$ cat src/rtl/core/rv64i_integer_execute_macros.svh
// ----------------------------------------------------------------------------
// rv64i integer execute - assertion macros
// concurrent checks clocked on clk, disabled while rst_n is low
// ----------------------------------------------------------------------------
`ifndef RV64I_INTEGER_EXECUTE_MACROS_SVH
`define RV64I_INTEGER_EXECUTE_MACROS_SVH

`ifndef NO_ASSERTIONS

`define RV64IE_ASSERT(lbl, prop, msg) \
    lbl: assert property (@(posedge clk) disable iff (!rst_n) prop) else $error(msg);

`define RV64IE_ASSERT_NEXT(lbl, ante, cons, msg) \
    lbl: assert property (@(posedge clk) disable iff (!rst_n) (ante) |=> (cons)) else $error(msg);

`else

`define RV64IE_ASSERT(lbl, prop, msg)

`define RV64IE_ASSERT_NEXT(lbl, ante, cons, msg)

`endif

`endif

$ cat src/rtl/core/rv64ie_pkg.sv
// ----------------------------------------------------------------------------
// rv64ie_pkg
// shared constants, opcode and function codes, and result type
// ----------------------------------------------------------------------------
package rv64ie_pkg;

    localparam int NUM_REGS = 32;
    localparam int REG_AW   = $clog2(NUM_REGS);
    localparam int XLEN     = 64;

    localparam logic [6:0] OPC_OP_IMM = 7'h13;
    localparam logic [6:0] OPC_OP     = 7'h33;
    localparam logic [6:0] OPC_OP_32  = 7'h3b;
    localparam logic [6:0] OPC_BRANCH = 7'h63;
    localparam logic [6:0] OPC_JAL    = 7'h6f;
    localparam logic [6:0] OPC_JALR   = 7'h67;
    localparam logic [6:0] OPC_LUI    = 7'h37;
    localparam logic [6:0] OPC_AUIPC  = 7'h17;

    localparam logic [2:0] F3_ADD  = 3'd0;
    localparam logic [2:0] F3_SLL  = 3'd1;
    localparam logic [2:0] F3_SLT  = 3'd2;
    localparam logic [2:0] F3_SLTU = 3'd3;
    localparam logic [2:0] F3_XOR  = 3'd4;
    localparam logic [2:0] F3_SR   = 3'd5;
    localparam logic [2:0] F3_OR   = 3'd6;
    localparam logic [2:0] F3_AND  = 3'd7;

    localparam logic [2:0] F3_BEQ  = 3'd0;
    localparam logic [2:0] F3_BNE  = 3'd1;
    localparam logic [2:0] F3_BLT  = 3'd4;
    localparam logic [2:0] F3_BGE  = 3'd5;
    localparam logic [2:0] F3_BLTU = 3'd6;
    localparam logic [2:0] F3_BGEU = 3'd7;

    localparam logic [2:0] F3_JALR = 3'd0;

    localparam logic [6:0] F7_BASE = 7'h00;
    localparam logic [6:0] F7_ALT  = 7'h20;

    localparam logic [5:0] SHIFT_HI_LOGIC = 6'h00;
    localparam logic [5:0] SHIFT_HI_ARITH = 6'h10;

    typedef struct packed {
        logic [4:0]      dest_index;
        logic            dest_write;
        logic [XLEN-1:0] dest_value;
        logic [XLEN-1:0] next_address;
        logic            branch_taken;
        logic            illegal;
    } exe_result_t;

    function automatic logic reg_out_of_range(input logic [4:0] idx);
        return (32'(idx) >= NUM_REGS);
    endfunction

endpackage

$ cat src/rtl/core/rv64ie_regfile.sv
// ----------------------------------------------------------------------------
// rv64ie_regfile
// integer register file, two registered reads, one write, write-through bypass
// ----------------------------------------------------------------------------
`include "rv64i_integer_execute_macros.svh"

module rv64ie_regfile (
    input  logic                          clk,
    input  logic                          rst_n,
    input  logic                          rd_en,
    input  logic [rv64ie_pkg::REG_AW-1:0] rs1_addr,
    input  logic [rv64ie_pkg::REG_AW-1:0] rs2_addr,
    input  logic                          wr_en,
    input  logic [rv64ie_pkg::REG_AW-1:0] wr_addr,
    input  logic [rv64ie_pkg::XLEN-1:0]   wr_data,
    output logic [rv64ie_pkg::XLEN-1:0]   rs1_data,
    output logic [rv64ie_pkg::XLEN-1:0]   rs2_data
);
    import rv64ie_pkg::*;

    logic [XLEN-1:0]     mem [NUM_REGS];
    logic [NUM_REGS-1:0] vld_reg;
    logic [XLEN-1:0]     rdata1_reg;
    logic [XLEN-1:0]     rdata2_reg;
    logic                rvld1_reg;
    logic                rvld2_reg;
    logic                hit1;
    logic                hit2;

    assign hit1 = wr_en && (wr_addr == rs1_addr);
    assign hit2 = wr_en && (wr_addr == rs2_addr);

    // entries not yet written read as zero
    always_ff @(posedge clk or negedge rst_n)
    begin
        if (!rst_n)
        begin
            vld_reg   <= '0;
            rvld1_reg <= 1'b0;
            rvld2_reg <= 1'b0;
        end
        else
        begin
            if (wr_en)
            begin
                vld_reg[wr_addr] <= 1'b1;
            end
            if (rd_en)
            begin
                rvld1_reg <= hit1 || vld_reg[rs1_addr];
                rvld2_reg <= hit2 || vld_reg[rs2_addr];
            end
        end
    end

    always_ff @(posedge clk)
    begin
        if (wr_en)
        begin
            mem[wr_addr] <= wr_data;
        end
        if (rd_en)
        begin
            rdata1_reg <= hit1 ? wr_data : mem[rs1_addr];
            rdata2_reg <= hit2 ? wr_data : mem[rs2_addr];
        end
    end

    assign rs1_data = rvld1_reg ? rdata1_reg : '0;
    assign rs2_data = rvld2_reg ? rdata2_reg : '0;

    `RV64IE_ASSERT(a_no_x0_write, wr_en |-> (wr_addr != '0), "write to x0")
    `RV64IE_ASSERT(a_x0_never_valid, !vld_reg[0], "x0 marked as written")
    `RV64IE_ASSERT_NEXT(a_bypass1, rd_en && hit1, rs1_data == $past(wr_data), "rs1 bypass lost")

endmodule

$ cat config.mk
export PLATFORM = sky130hd
export DESIGN_NAME = rv64ie_regfile
export DESIGN_NICKNAME = d
export VERILOG_FILES = /design/src/rtl/core/rv64ie_pkg.sv /design/src/rtl/core/rv64ie_regfile.sv
export VERILOG_INCLUDE_DIRS = /design/src /design/src/rtl/core
export SDC_FILE = /design/constraint.sdc
export NUM_CORES = 2
export LEC_CHECK = 0
export BUFFER_PORTS_ARGS = -buffer_cell sky130_fd_sc_hd__buf_2
export CORE_AREA = 2 2 570 402
export CTS_BUF_LIST = sky130_fd_sc_hd__clkbuf_16
export DETAILED_ROUTE_END_ITERATION = 16
export DIE_AREA = 0 0 572 404
export SLEW_MARGIN = 15
export SYNTH_ARGS = -nofsm -noshare
export SYNTH_HDL_FRONTEND = slang
export SYNTH_SLANG_ARGS = --single-unit
$ cat constraint.sdc
create_clock -name clk -period 3.4 [get_ports clk]
set_clock_uncertainty 0.2 [all_clocks]
set_input_delay 0.17 -clock clk [delete_from_list [all_inputs] [get_ports clk]]
set_output_delay 0.17 -clock clk [all_outputs]
set_load 0.005 [all_outputs]
Yosys cells after proc, flatten, opt, wreduce, memory -nomap -nowiden
Memories as Yosys holds them, arrays and structs flattened. A register that Yosys moved wholly into a read port is not among the register bits.
Index checks and enable logic that the tools add are counted.

word-level totals
  logic and storage cells = 26
  register bits after elaboration = 34
  memories kept = 1
  RAM bits = 2,048
  latch bits = 0
  memory bits (read-only) = 0

memories
  memory  words  width  rd ports  clocked after Yosys merged registers in  write ports  RTL line              text
  mem     32     64     2         2                                        1            rv64ie_regfile.sv:21  logic [XLEN-1:0] mem [NUM_REGS];

cells by class
  shifts and indexed selects = 0
  divide/modulo/power cells = 0
  $add $sub $neg = 0
  multiply operators = 0
  bitwise logic cells = 1
  mux-type cells = 10
  reductions and logical operators = 5
  order comparisons = 4
  eq/ne operators = 2

operators by type and width
  operator                                                     count
  2-to-1 mux 64 bit                                            2
  OR 32 bit                                                    1
  less-than comparator 5 x 6 -> 1 bit (second input constant)  3
  binary-select mux 1 bit (select 5 bit)                       2
  == test 5 bit                                                2
  demux 1 bit (select 5 bit)                                   1
  >= comparator 5 x 1 -> 1 bit (second input constant)         1
  2-to-1 mux 1 bit                                             5
  logical AND 1 bit                                            3
  logical OR 1 bit                                             2

Depth between registers and ports, before layout
  depth after elaboration = 5
  depth in mapped cells = 10

Least setup slack after synthesis
OpenSTA, ideal clock, no wires.

  path kind = input to register
  start point = input port wr_en
  end point = memory mem[12][0], enable pin
  library setup time = 0.487 ns
  path buffers = 2
  slack = -0.904 ns
  stages on the path = 5
  data required time = 2.713 ns
  data arrival time = 3.616 ns
  cells stage by stage = clkbuf_1 > inv_1 > or3_1 > clkbuf_1 > nor2_1

on the way
  cells in the longest elaborated chain, start to end = 2

ends and longest elaborated chain
  element                                 RTL line              text
  start, declared                         rv64ie_regfile.sv:13  input logic wr_en,
  2-to-1 mux 1 bit                        rv64ie_regfile.sv:58  if (wr_en)
  2-to-1 mux 1 bit (implied by the code)  rv64ie_regfile.sv:60  mem[wr_addr] <= wr_data;
  end, declared                           rv64ie_regfile.sv:21

Every way passes these cells.

Worst setup path in the final report
  start point = input port rs2_addr[2] in the netlist's numbering
  end point = register rvld2_reg

on the way
  cells in the longest elaborated chain, start to end = 3

ends and longest elaborated chain
  element                                                                             RTL line                                    text
  start, declared                                                                     rv64ie_regfile.sv:12                        input logic [rv64ie_pkg::REG_AW-1:0] rs2_addr,
  binary-select mux 1 bit (select 5 bit) / == test 5 bit (equally long branches)      rv64ie_regfile.sv:51, rv64ie_regfile.sv:31
  2-to-1 mux 1 bit (implied by the code) / logical AND 1 bit (equally long branches)  rv64ie_regfile.sv:51, rv64ie_regfile.sv:31
  logical OR 1 bit (*)                                                                rv64ie_regfile.sv:51                        rvld2_reg <= hit2 || vld_reg[rs2_addr];
  end signal, assigned                                                                rv64ie_regfile.sv:51
  end, declared                                                                       rv64ie_regfile.sv:26                        logic rvld2_reg;

Every way passes the cells marked *; elsewhere a longest branch is shown, timed or not. The select of a mux whose other input is x is not followed.
A chain may end at the register's enable or synchronous reset.

==> flow_summary.ini <==
[critical_path]
reg2reg_to = rvld2_reg
criticalPathCategory = primary input to flip-flop
crit_path_frequent_cell = dlygate4sd3_1
critical_path_launch_point_type = primary input
crit_path_max_fanout = 32
worst_path_max_delay_cell = dlygate4sd3_1
worst-r2r-cell-count = 5
rrSetupSlack_ns = 0.69
critical_path_arrival_ns = 4.00
cp_top_family = buffers and inverters
timing.critical_path.to_type = flip-flop
required_ns = 4.03
critical_path_buf_inv_count = 7
critical_path.reg2reg.startpoint = vld_reg[23]
slowest_delay_ns = 0.61
path_cells = dlygate4sd3_1 > buf_8 > clkinv_2 > buf_4 > nor2_1 > buf_4 > o211ai_1 > dlygate4sd3_1 > a41oi_1 > dlygate4sd3_1

[cells_and_area]
postLayoutCoreUtil_pct = 51.52
layout-area-overhead-vs-synth_pct = 14.84
finish.instance_area_sq_um = 116100
drive_above_1_share_pct = 30.57
flip_flop_count_of_the_largest_register_all_copies_and_words_added = 2048
design.final.nets = 5818

[clock_tree]
tritoncts_clock_tree = done
clk_pin_slew_ns = 0.07
post_cts_buffers = 0
latest_clock_arrival_within_the_worst_skew_pair_ns = 0.90
clkSinkCount = 2210
clock_path_buffers = 4
cts_bufs_inserted = 218
root_buffer = clkbuf_16
htree_num_levels = 4

[global_routing]
grt_antenna_before_repair = 47
globalRouteTotalUtil_pct = 31.51
first_global_vias = 60750
overflow = 0
global_route_wire_length_before_repair_mm = 502.5
grt_start_max_net_pins = 58

[floorplan]
fp.dieH_microns = 404
start_util_pct = 44.87
design.core.area_sq_um = 225400
std_cell_rows = 146
number_of_placed_i_o_pins = 211
fp.dieW_microns = 572
dieArea_sq_um = 231100

[placement]
io_buffers = 210
placement.cell_area_sq_um = 108500
place_congestion = 0.8484
dp_hpwl_mm = 213.5

[logic_synthesis]
syn_nets = 5424
yosysSeqAreaShare_pct = 65.45
post_synth.cell_area_avg_sq_um = 18.94
ys_dominant_reg_cell = edfxtp_1
synth-warning-count = 0
flop_and_latch_count_out_of_synthesis = 2210
synth_edf_count = 2176
synthesis.instances = 5341
synthArstFlopShare_pct = 1.538
ys_top_cells_by_area = edfxtp_1 (65%), mux4_2 (19%), mux2i_1 (4.3%)
synthDominantAreaCellType = edfxtp_1
synth_area_sq_um = 101100
synth_top_area_share_pct = 64.61
synth_cell_types = 53

[min_path]
tightest_hold_check_type = primary input to flip-flop
min_delay_path_depth = 4
hold_path_startpoint = wr_addr[2]
min_delay_worst_endpoint = mem[0][2]

[drt]
routed_wl_mm = 366.3
initialDrtViolationCount = 10580
postRouteAntennaNets = 0
wl_per_cell_microns = 40.85
detail_route.first_pass.iterations = 5
remaining_drc_errors = 0
via_count = 63100
vias_per_cell = 7.037

[timing]
hold_violation_total_from_the_final_report = 0
clock.fmax_mhz = 297.0
min_period_over_period_pct = 99.03
slew_violations = 0
rsz0062_at_grt = no
timing.slew.headroom_pct = 31.94
max_slew.worst_pin.slew_ns = 1.017
layout_min_cycle_time_ns = 3.367
report.final.setup_viol = 0
fin_setup_tns_ns = 0

[pwr]
switching_power_w = 0.01481
finalPower_w = 0.06080
worst_ir_drop_vdd_uv = 446.1
powerDensity_nw_per_um2 = 523.5
power.leakage_nw = 38.06
switch_share_pct = 24.37
pwr-share-clk_pct = 39.0
p_comb_share_pct = 9.9
power_report.internal_total_w = 0.04598
seq_power_share_pct = 51.1

[job]
cap_viol_max_count = 0

[outcome]
run_status = finished clean
[per-stage QoR]
step,hold slack [ns],worst slack (ns),cells
3_5_place_dp,0.1003,0.4741,8469
6_report,0.06446,0.03301,8967
3_3_place_gp,0.09870,0.4585,8469
4_1_cts,0.01747,0.2235,8941
5_1_grt,0.06267,0.06219,8945
2_1_floorplan,-0.3256,-0.9040,5341
[what timing repair did]
action                                  CTS  global route
gates resized for setup                   0             0
endpoints found under the hold margin  2403             0
hold buffers                             80             0
[power by group through the flow]
stage          combinational [W]  sequential [W]  clock (W)
6_report                 0.00600          0.0311     0.0237
5_1_grt                  0.00623          0.0311     0.0250
4_1_cts                  0.00591          0.0311     0.0239
3_5_place_dp             0.00580          0.0316          0
3_3_place_gp             0.00576          0.0316          0
2_1_floorplan            0.00334          0.0313          0
[tightest hold or removal path, stage by stage]
cell and delay [ns]:
buf_2 0.22, nor2_1 0.10, nand2_1 0.31, nor2_4 0.15
[cells in the mapped netlist, types with 6 or more instances]
cell and instances:
xnor2_1 9, or2_2 24, nor2b_1 30, clkbuf_1 225, edfxtp_1 2176, a211oi_1 19
and2_1 149, mux2i_1 433, buf_1 31, buf_2 107, dfrtp_1 34, a221o_1 6
a22oi_1 112, a221oi_1 18, nand3_1 59, nor3_1 94, mux4_2 863, o221ai_1 175
a31oi_1 17, or2_1 11, a21oi_1 137, o21ai_0 32, nor2_1 74, o21ai_1 27
buf_6 11, nand2b_1 6, a211o_1 88, o211ai_1 6, a22o_1 23, nand2_1 45
a32oi_1 11, o22ai_1 158, or3_1 16, buf_4 69
[kinds of logic (layout without fill, tap and decap cells)]
family / Yosys count / count (layout) / share of synthesized area [%]
other: 0 / 26 / 0
multiplexers: 1299 / 1299 / 23.54
flip-flops: 2210 / 2210 / 65.45
AO/OA/AOI/OAI: 848 / 848 / 6.016
AND/OR/NAND/NOR: 523 / 523 / 2.766
XOR/XNOR: 10 / 10 / 0.08661
buffers and inverters: 451 / 1017 / 2.144
[cell usage in the layout (no fill, tap or decap), drive strengths merged, types with 34 or more instances in the layout]
master / n
a211o: 88
a21oi: 137
a22oi: 112
and2: 154
buf: 538
clkbuf: 220
clkinv: 97
dfrtp: 34
dlygate4sd3: 79
edfxtp: 2176
inv: 54
mux2i: 433
mux4: 863
nand2: 45
nand3: 59
nor2: 74
nor3: 94
o21ai: 60
o221ai: 175
o22ai: 158
or2: 35
[worst max-delay path by stage]
stage / start / to / slack, ns / depth (start not counted)
final: rs2_addr[2] / rvld2_reg / 0.03 / 10
after global routing: rs2_addr[2] / rvld2_reg / 0.06 / 10
after CTS: rs2_addr[2] / rvld2_reg / 0.22 / 10
after detailed placement: rs1_addr[0] / rdata1_reg[16] / 0.47 / 7
after global placement: rs1_addr[0] / rdata1_reg[16] / 0.46 / 7
after floorplan: wr_en / mem[12][0] / -0.90 / 5
[routing by layer]
metal  part of all wire (%)  track usage [%]  vias up  wire [microns]
met3                     13            7.908      799           47900
met4                    4.0            11.07       14           14770
li1                       -                -    23860               -
met1                     39            45.64    33470          141300
met5                  0.025                0        -              92
met2                     44            46.51     4965          162200
[area by class of cell]
cell class	count	area, sq um
fill	17850	109300
sequential	2210	66200
multi-input combinational	2680	33160
timing repair buffer	617	6073
clock buffer	220	5505
tap	3034	3796
clock inverter	172	1310
antenna	26	65.06
inverter	8	38.79
Power figures use the tool's default switching activity.
